--- src/rtl/sorted_id_binary_search_core_assert.svh ---
// ----------------------------------------------------------------------------
// Sorted ID binary search - assertion macros
// Shared concurrent assertion forms, clocked on the rising edge, off in reset.
// ----------------------------------------------------------------------------
`ifndef SORTED_ID_BINARY_SEARCH_CORE_ASSERT_SVH
`define SORTED_ID_BINARY_SEARCH_CORE_ASSERT_SVH

// consequent checked in the same cycle as the antecedent
`define SIBS_ASSERT_SAME(label, clk, rst_n, ante, cons) \
    label: assert property (@(posedge clk) disable iff (!rst_n) (ante) |-> (cons)) \
        else $error("sibs assertion failed");

// consequent checked in the cycle after the antecedent
`define SIBS_ASSERT_NEXT(label, clk, rst_n, ante, cons) \
    label: assert property (@(posedge clk) disable iff (!rst_n) (ante) |=> (cons)) \
        else $error("sibs assertion failed");

`endif

--- src/rtl/sibs_pkg.sv ---
// ----------------------------------------------------------------------------
// Sorted ID binary search - package
// Table geometry, field widths, operation codes and controller interfaces.
// ----------------------------------------------------------------------------
package sibs_pkg;

    localparam int TABLE_DEPTH = 256;
    localparam int ADDR_W      = $clog2(TABLE_DEPTH);
    // signed search bounds: first in [0, depth], last in [-1, depth - 1]
    localparam int PTR_W       = $clog2(TABLE_DEPTH + 1) + 1;
    localparam int KEY_W       = 32;
    localparam int SLOT_W      = 8;
    localparam int POS_W       = 8;
    localparam int CNT_W       = 9;

    typedef enum logic {
        FUNC_WRITE  = 1'b0,
        FUNC_SEARCH = 1'b1
    } t_func;

    typedef struct packed {
        logic load;      // start a search: capture key, open full range
        logic wr;        // store key at slot
        logic rd_en;     // issue table read at the current midpoint
        logic step;      // narrow the range from the last probe
        logic set_hit;   // record found at the probed index
        logic set_miss;  // record not found
        logic out_load;  // move recorded result into the output register
    } t_cmd;

    typedef struct packed {
        logic empty;       // current range is empty
        logic empty_step;  // range narrowed by the last probe is empty
        logic hit;         // probed entry equals the key
    } t_stat;

endpackage

--- src/rtl/sibs_ctrl.sv ---
// ----------------------------------------------------------------------------
// Sorted ID binary search - controller
// Sequences table writes and search probes, owns the item handshakes.
// ----------------------------------------------------------------------------
`include "sorted_id_binary_search_core_assert.svh"

module sibs_ctrl import sibs_pkg::*; (
    input  logic  i_clk,
    input  logic  i_rst_n,
    input  logic  i_in_valid,
    output logic  o_in_ready,
    input  logic  i_func,
    output logic  o_out_valid,
    input  logic  i_out_ready,
    output t_cmd  o_cmd,
    input  t_stat i_stat
);

    typedef enum logic [1:0] {
        S_IDLE,
        S_ISSUE,
        S_CMP,
        S_DONE
    } t_state;

    t_state r_state;
    t_state n_state;
    logic   r_out_valid;
    logic   n_out_valid;
    logic   w_in_acc;

    assign o_in_ready = (r_state == S_IDLE);
    assign w_in_acc   = i_in_valid && o_in_ready;

    always_comb begin
        o_cmd       = '0;
        n_state     = r_state;
        n_out_valid = r_out_valid && !i_out_ready;
        unique case (r_state)
            S_IDLE: begin
                if (w_in_acc) begin
                    if (t_func'(i_func) == FUNC_SEARCH) begin
                        o_cmd.load = 1'b1;
                        n_state    = S_ISSUE;
                    end else begin
                        o_cmd.wr = 1'b1;
                    end
                end
            end
            S_ISSUE: begin
                if (i_stat.empty) begin
                    o_cmd.set_miss = 1'b1;
                    n_state        = S_DONE;
                end else begin
                    o_cmd.rd_en = 1'b1;
                    n_state     = S_CMP;
                end
            end
            S_CMP: begin
                if (i_stat.hit) begin
                    o_cmd.set_hit = 1'b1;
                    n_state       = S_DONE;
                end else begin
                    // narrow and probe again, or drop out when the range closes
                    o_cmd.step = 1'b1;
                    if (i_stat.empty_step) begin
                        o_cmd.set_miss = 1'b1;
                        n_state        = S_DONE;
                    end else begin
                        o_cmd.rd_en = 1'b1;
                    end
                end
            end
            S_DONE: begin
                // hold the result until the output register frees up
                if (!r_out_valid || i_out_ready) begin
                    o_cmd.out_load = 1'b1;
                    n_out_valid    = 1'b1;
                    n_state        = S_IDLE;
                end
            end
            default: begin
                n_state = S_IDLE;
            end
        endcase
    end

    always_ff @(posedge i_clk) begin
        if (!i_rst_n) begin
            r_state     <= S_IDLE;
            r_out_valid <= 1'b0;
        end else begin
            r_state     <= n_state;
            r_out_valid <= n_out_valid;
        end
    end

    assign o_out_valid = r_out_valid;

    `SIBS_ASSERT_SAME(a_read_in_search, i_clk, i_rst_n, o_cmd.rd_en,
        (r_state == S_ISSUE) || (r_state == S_CMP))
    `SIBS_ASSERT_SAME(a_no_wr_during_read, i_clk, i_rst_n, o_cmd.wr,
        !o_cmd.rd_en && !o_cmd.step)
    `SIBS_ASSERT_NEXT(a_done_delivers, i_clk, i_rst_n, o_cmd.out_load,
        r_out_valid && (r_state == S_IDLE))

endmodule

--- config.mk ---
export PLATFORM = sky130hd
export DESIGN_NAME = sibs_ctrl
export DESIGN_NICKNAME = d
export VERILOG_FILES = /design/src/rtl/sibs_pkg.sv /design/src/rtl/sibs_ctrl.sv
export VERILOG_INCLUDE_DIRS = /design/src /design/src/rtl
export SDC_FILE = /design/constraint.sdc
export NUM_CORES = 1
export LEC_CHECK = 0
export BUFFER_PORTS_ARGS = -buffer_cell sky130_fd_sc_hd__buf_2
export CORE_AREA = 3 3 40 42
export CTS_CLUSTER_SIZE = 40
export DETAILED_ROUTE_END_ITERATION = 10
export DIE_AREA = 0 0 43 45
export HOLD_SLACK_MARGIN = 0.03
export PLACE_DENSITY_LB_ADDON = 0.2
export SYNTH_ARGS = -nofsm -noshare
export SYNTH_HDL_FRONTEND = slang
export SYNTH_SLANG_ARGS = --single-unit
--- constraint.sdc ---
create_clock -name i_clk -period 2.3 [get_ports i_clk]
set_input_delay 0.23 -clock i_clk [delete_from_list [all_inputs] [get_ports i_clk]]
set_output_delay 0.23 -clock i_clk [all_outputs]
set_load 0.01 [all_outputs]
* Yosys cells after proc, flatten, opt, wreduce, memory -nomap -nowiden
Cells that the tools add are included.
Storage, ports and cells: register bits after elaboration 3, input bits 8, output and inout port bits 9, logic and storage cells 41
Operators by class: equal/unequal tests 7, multiplexer cells 25, reductions and logical operators 7
Operator list (count):
- $mux 2 | 9
- $mux 1 | 13
- $pmux 2 s4 | 1
- $eq 2x2->1 const B | 2
- $ne 2x1->1 const B | 2
- $pmux 1 s2 | 2
- $reduce_and 4->1 | 1
- $ne 3x3->1 const B | 1
- $eq 2x1->1 const B | 1
- $logic_and 1x1->1 | 2
- $logic_not 1->1 | 2
- $logic_not 2->1 | 1
- $ne 2x2->1 const B | 1
- $logic_or 1x1->1 | 1

* Depth between registers and ports, before layout
Gate-level depths: netlist of run 1.
depth after elaboration 4, gate-level depth with buffers 5, depth with buffers taken out 5

* Worst setup path after synthesis of run 1
Ideal clock, no wire load.
kind reg2out, start register r_state[0], end output port o_cmd[1] (netlist bit), data arrival time 1136 ps, path slack 934 ps, cell stages (with the launch flop) 6, buffers on the path 0, cell sequence dfxtp_1 > inv_1 > ha_1 > nor2b_1 > a22oi_1 > nor2b_1
RTL lines:
- start, declared | RTL line sibs_ctrl.sv:26 | t_state r_state;
- start signal, assigned | RTL line sibs_ctrl.sv:93 | r_state <= n_state;
- end, declared | RTL line sibs_ctrl.sv:15 | output t_cmd o_cmd,

==> results of run 1 <==
==> final cells by class <==
class                      instances  share of cell area (%)
multi-input combinational         28                    53.8
tap                               15                    4.50
clock buffer                       4                    6.31
inverter                           2                    1.80
sequential                         3                    14.4
timing repair buffer              16                    19.2
==> through the flow <==
stage	setup WS, ns	instances
final	0.583	68
after global routing	0.450	68
after CTS	0.543	68
after detailed placement	0.803	64
after global placement	0.824	64
after floorplan	0.934	33
==> report_power, final <==
part | switching (W) | internal (W) | total, W
registers | 0.0000202 | 0.0000688 | 0.0000890
clock network | 0.0000253 | 0.0000649 | 0.0000901
logic | 0.000110 | 0.000110 | 0.000219
total | 0.000155 | 0.000243 | 0.000399
==> final timing paths <==
check / from / slack (ns) / end / depth (start not counted)
setup reg to reg: r_state[0] / 0.84 / r_state[1] / 5
hold / removal: i_rst_n / 0.27 / o_out_valid / 2
hold reg to reg: r_state[0] / 0.53 / r_state[0] / 2
setup / recovery: r_state[0] / 0.58 / o_cmd[4] / 5
==> flip-flops by register name, indices dropped and copies added (netlist names) <==
name	count
o_out_valid	1
r_state	2
==> metal layers <==
metal / share of wire, % / vias up / GRT usage (%) / wire length [um]
met5: 0 / - / 0 / 0
met4: 0.66 / 0 / 3.61 / 4
met3: 10 / 2 / 2.79 / 62
met2: 44 / 11 / 11.1 / 267
met1: 44 / 123 / 8.41 / 267
li1: - / 153 / - / -
==> cell families after synthesis <==
family / count (synthesis)
DFF: 3
AOI/OAI and AO/OA: 5
muxes: 2
buffers and inverters: 2
and+or+nand+nor: 16
adders and majority gates: 5
==> cells in the mapped netlist <==
| cell type | instances |
|---|---|
| and3_1 | 2 |
| and2b_2 | 1 |
| a22oi_1 | 1 |
| nand2_1 | 5 |
| nor2b_1 | 4 |
| a221oi_2 | 1 |
| inv_1 | 2 |
| dfxtp_1 | 3 |
| o21a_1 | 2 |
| ha_1 | 5 |
| nor2_1 | 1 |
| nor2b_4 | 1 |
| and2_1 | 1 |
| mux2i_1 | 2 |
| o31ai_1 | 1 |
| nor3b_1 | 1 |
==> qor.yml, run 1 <==
sta:
  post-route-min-period_ns: 1.72
  finalSetupViolCount: 0
  setup_tns_ns: 0
  worst_pin_slew_ns: 0.346
  fmax_mhz: 582
  whs_ns: 0.274
  max_slew_margin_pct: 76.9
  rsz0062_at_grt: "false"
  worst_clock_skew_ns: 0.000585
  drv_slew: 0
  fin_crit_sh_pct: 74.6
  finalHoldViolCount: 0
worst_setup_path:
  crit_fanout: 6
  cpPeakStageDelay_ns: 0.35
  critical_path_class: "register to primary output"
  path_delay_family: "flip-flops"
  crit_slowest_cell: "dfxtp_1"
  path_buf_inv: 2
  crit_chain: "inv_1 > ha_1 > nor3b_1 > o21a_1 > buf_2"
  worstPathRequired_ns: 2.07
  critPathLaunchType: "register"
  arrival_ns: 1.49
  end_kind: "primary output"
die:
  start_util_pct: 22.7
  core_um2: 1280
  pin_count: 17
  rows: 13
  die_x_um: 43
  die_h_um: 45
  fp.dieArea_um2: 1940
outcome:
  status: "complete, no violations"
yosys:
  synth_fa_ha_area_share_pct: 21.5
  avgSynthCellArea_um2: 8.83
  synth-simple-area-share_pct: 33.0
  syn_nets: 46
  synth_cell_type_count: 16
  yosysWarnings: 0
  synth_top_family_by_area: "simple AND/OR/NAND/NOR gates"
  seq_area_frac_synth_pct: 20.6
  synth_compound_gate_area_share_pct: 15.5
  syn_inst: 33
  ys_ff_latch: 3
  synth_mux_area_share_pct: 6.87
  synth_top_area_cell: "ha_1"
  synth_top_area_share_pct: 21.5
  synth_area_um2: 292
  yosys-top-cells-area: "ha_1, dfxtp_1, nor2b_1, mux2i_1, nand2_1"
  synthXorXnorAreaFrac_pct: 0
routing:
  wirelength_um: 602
  via_count: 289
  antenna_left: 0
  via_per_inst: 4.25
  wl_per_cell_um: 8.85
  drc: 0
  drt-initial-drc-count: 0
  dr.pass1.iters: 1
place:
  dpl.hpwl_um: 510
  gp_congestion: 0.736
  dpl_cell_area_um2: 390
  io_buffer_count: 16
grt:
  grt_pass1_vias: 269
  grt_max_degree: 7
  antenna_found_initial: 0
  grtUsageTotal_pct: 7.07
  grt_overflow: 0
  grt_pass1_wl_um: 1050
cts:
  post_cts_resized: 0
  cts_buffers: 3
  clock_path_buffers: 2
  clock-root-buffer: "clkbuf_4"
  clock-sinks: 3
  htreeDepth: 1
  cts.reportedPaths.clkPinSlew_ns: 0.04
  cts_tree: "done"
  ctsHoldBuffers: 0
  post_cts_buffers: 0
  insertion_delay_ns: 0.23
final_layout:
  area_delta_synth_final_pct: 42.9
  multi_input_area_um2: 224
  drive_gt1_share_pct: 41.5
  regArea_um2: 60.1
  design_area_um2: 417
  post-route-util_pct: 32.4
  n_antenna_cell: 0
  final_common_cell: "buf_2"
  nets: 67
  layout_common_cells: "buf_2, nand2_1, ha_1"
  nFillCells: 146
pwr:
  power_w: 0.000399
  p_leak_nw: 0.221
  power_density_nw_per_um2: 957
  ir_worst_vdd_uv: 383
run:
  drv_cap: 0
hold_path:
  hold_path_class: "input port to register"
(Power assumes the default switching activity.)
==> run 2: changes to the inputs <==
Settings changed: ABC_AREA set to 1.
Clock period 2.3 ns to 1.7 ns, I/O delays scaled along.
==> run 2 against run 1 <==
Final cell count rose by 21%; critical path depth grew 2; utilization down 0.39 points; setup slack got worse by 0.40 ns; count of clock-buffer cells in the layout did not move; global-route usage grew 1.5 points; via count is 14% higher; critical path type unchanged; largest cell class unchanged.
==> qor.yml, run 2 <==
place:
  dp.cells: 78  # +22%
  gp_congestion: 0.760  # +3.2%
  dpl.hpwl_um: 556  # +9.0%
  io_buffer_count: 16  # unchanged
worst_setup_path:
  end_kind: "primary output"
  worstPathRequired_ns: 1.53  # -0.54 ns
  critical_path_class: "register to primary output"
  arrival_ns: 1.35  # -0.14 ns
  critPathLaunchType: "register"
  worst_r2r_path_depth: 6  # +1
  crit_fanout: 5  # -1
die:
  die_x_um: 43  # unchanged
  die_h_um: 45  # unchanged
  core_um2: 1280  # unchanged
  fp.dieArea_um2: 1940  # unchanged
  start_util_pct: 22.3  # -0.39 points
  rows: 13  # unchanged
  pin_count: 17  # unchanged
run:
  drv_cap: 0  # unchanged
final_layout:
  top_register: "r_state"
  drive_gt1_share_pct: 31.3  # -10 points
  instances_no_fill: 82  # +21%
  nets: 81  # +21%
  largest_reg_flops: 2  # unchanged
  n_antenna_cell: 0  # unchanged
  layout_common_cells: "buf_2, nand2_1, inv_1, nor2_1, ha_1"
  final_common_cell: "buf_2"
  post-route-util_pct: 32.0  # -0.39 points
  area_delta_synth_final_pct: 43.7
cts:
  cts_buffers: 3  # unchanged
  clock_path_buffers: 2  # unchanged
  post_cts_buffers: 0  # unchanged
  post_cts_resized: 0  # unchanged
  insertion_delay_ns: 0.23  # about the same
  ctsHoldBuffers: 0  # unchanged
  clock-sinks: 3  # unchanged
  cts_tree: "done"
  cts.reportedPaths.clkPinSlew_ns: 0.03  # about the same
  clock-root-buffer: "clkbuf_4"
  htreeDepth: 1  # unchanged
yosys:
  synth_top_area_share_pct: 21.8  # +0.37 points
  synth_top_area_cell: "ha_1"
  syn_nets: 60  # +30%
  avgSynthCellArea_um2: 6.10  # -31%
  yosysWarnings: 0  # unchanged
  synth_edf_count: 0  # unchanged
  ys_async_sr_fraction_pct: 0  # unchanged
  synth_cell_type_count: 10  # -6
  synth_area_um2: 287  # -1.7%
  ys_ff_latch: 3  # unchanged
  synth.most_common_cell: "nand2_1"
  yosys-top-cells-area: "ha_1, dfxtp_1, nand2_1, inv_1, nor2_1"
  ys_top_cells_by_count: "nand2_1, inv_1, nor2_1"
  seq_area_frac_synth_pct: 21.0  # +0.36 points
  syn_inst: 47  # +42%
  synthFlopType: "dfxtp_1"
sta:
  finalHoldViolCount: 0  # unchanged
  worst_pin_slew_ns: 0.161  # -0.185 ns
  fin_crit_sh_pct: 89.5
  whs_ns: 0.185  # -0.0891 ns
  rsz0062_at_grt: "false"
  max_slew_margin_pct: 89.3  # +12 points
  post-route-min-period_ns: 1.52
  drv_slew: 0  # unchanged
  setup_tns_ns: 0  # unchanged
  finalSetupViolCount: 0  # unchanged
  fmax_mhz: 658
  worst_clock_skew_ns: 0.00482  # +0.00423 ns
routing:
  drc: 0  # unchanged
  wirelength_um: 631  # +4.8%
  via_count: 330  # +14%
  drt-initial-drc-count: 2  # +2
  antenna_left: 0  # unchanged
  dr.pass1.iters: 2  # +1
  wl_per_cell_um: 7.70  # -13%
  via_per_inst: 4.02  # -5.3%
hold_path:
  min_path_cells: 3  # +1
  hold_path_class: "input port to register"
grt:
  grt_max_degree: 6  # -1
  grt_overflow: 0  # unchanged
  grt_pass1_wl_um: 1200  # +15%
  grt_pass1_vias: 301  # +12%
  antenna_found_initial: 0  # unchanged
  grtUsageTotal_pct: 8.57  # +1.5 points
pwr:
  ir_worst_vdd_uv: 458  # +19%
  power_density_nw_per_um2: 1440  # +51%
  p_leak_nw: 0.251  # +14%
  power_w: 0.000594  # +49%
outcome:
  status: "complete, no violations"
-- run 2: per-stage QoR --
stage | setup slack, ns | area, um^2
after floorplan | 0.422 | 287
after global placement | 0.429 | 385
after detailed placement | 0.399 | 385
after CTS | 0.159 | 412
after global routing | 0.0571 | 412
final | 0.179 | 412
-- run 2: layout make-up --
type	count	area (um^2)
tap	15	18.8
sequential	3	60.1
fill	160	873
inverter	9	33.8
multi-input combinational	35	193
timing repair buffer	16	80.1
clock buffer	4	26.3
-- run 2: layer usage --
metal  vias to the layer above  global-route usage (%)  part of all wire [%]
met5                         -                       0                     0
met4                         0                    9.04                   4.3
met3                         4                    2.79                    11
met2                        13                    12.6                    43
met1                       131                    9.38                    41
li1                        182                       -                     -
-- run 2: critical path, cell delays in order (launching register included) --
cell	delay (ns)
dfxtp_1	0.34
inv_2	0.10
ha_1	0.19
inv_1	0.05
nor2_1	0.11
nand2_1	0.07
a21oi_1	0.13
buf_2	0.14
-- run 2: cell families (layout without fill, tap and decap cells) --
logic type	after synthesis	in the layout	synth area share, %
fa+ha+maj	5	5	21.8
compound gates	5	5	9.61
simple gates	25	25	35.8
buf+inv	9	29	11.8
flops	3	3	21.0
-- run 2: path summary, 6_finish.rpt --
path                from     endpoint  slack [ns]
max           r_state[0]     o_cmd[1]        0.18
min              i_rst_n   r_state[0]        0.19
max reg2reg   r_state[1]   r_state[1]        0.52
min reg2reg  o_out_valid  o_out_valid        0.50
-- run 2: where the power goes --
group / switching [W] / leakage [nW] / internal, W / total (W)
logic: 0.000206 / 0.211 / 0.000140 / 0.000347
clock network: 0.0000370 / 0.0150 / 0.0000880 / 0.000125
registers: 0.0000267 / 0.0248 / 0.0000959 / 0.000123
total: 0.000270 / 0.251 / 0.000324 / 0.000594
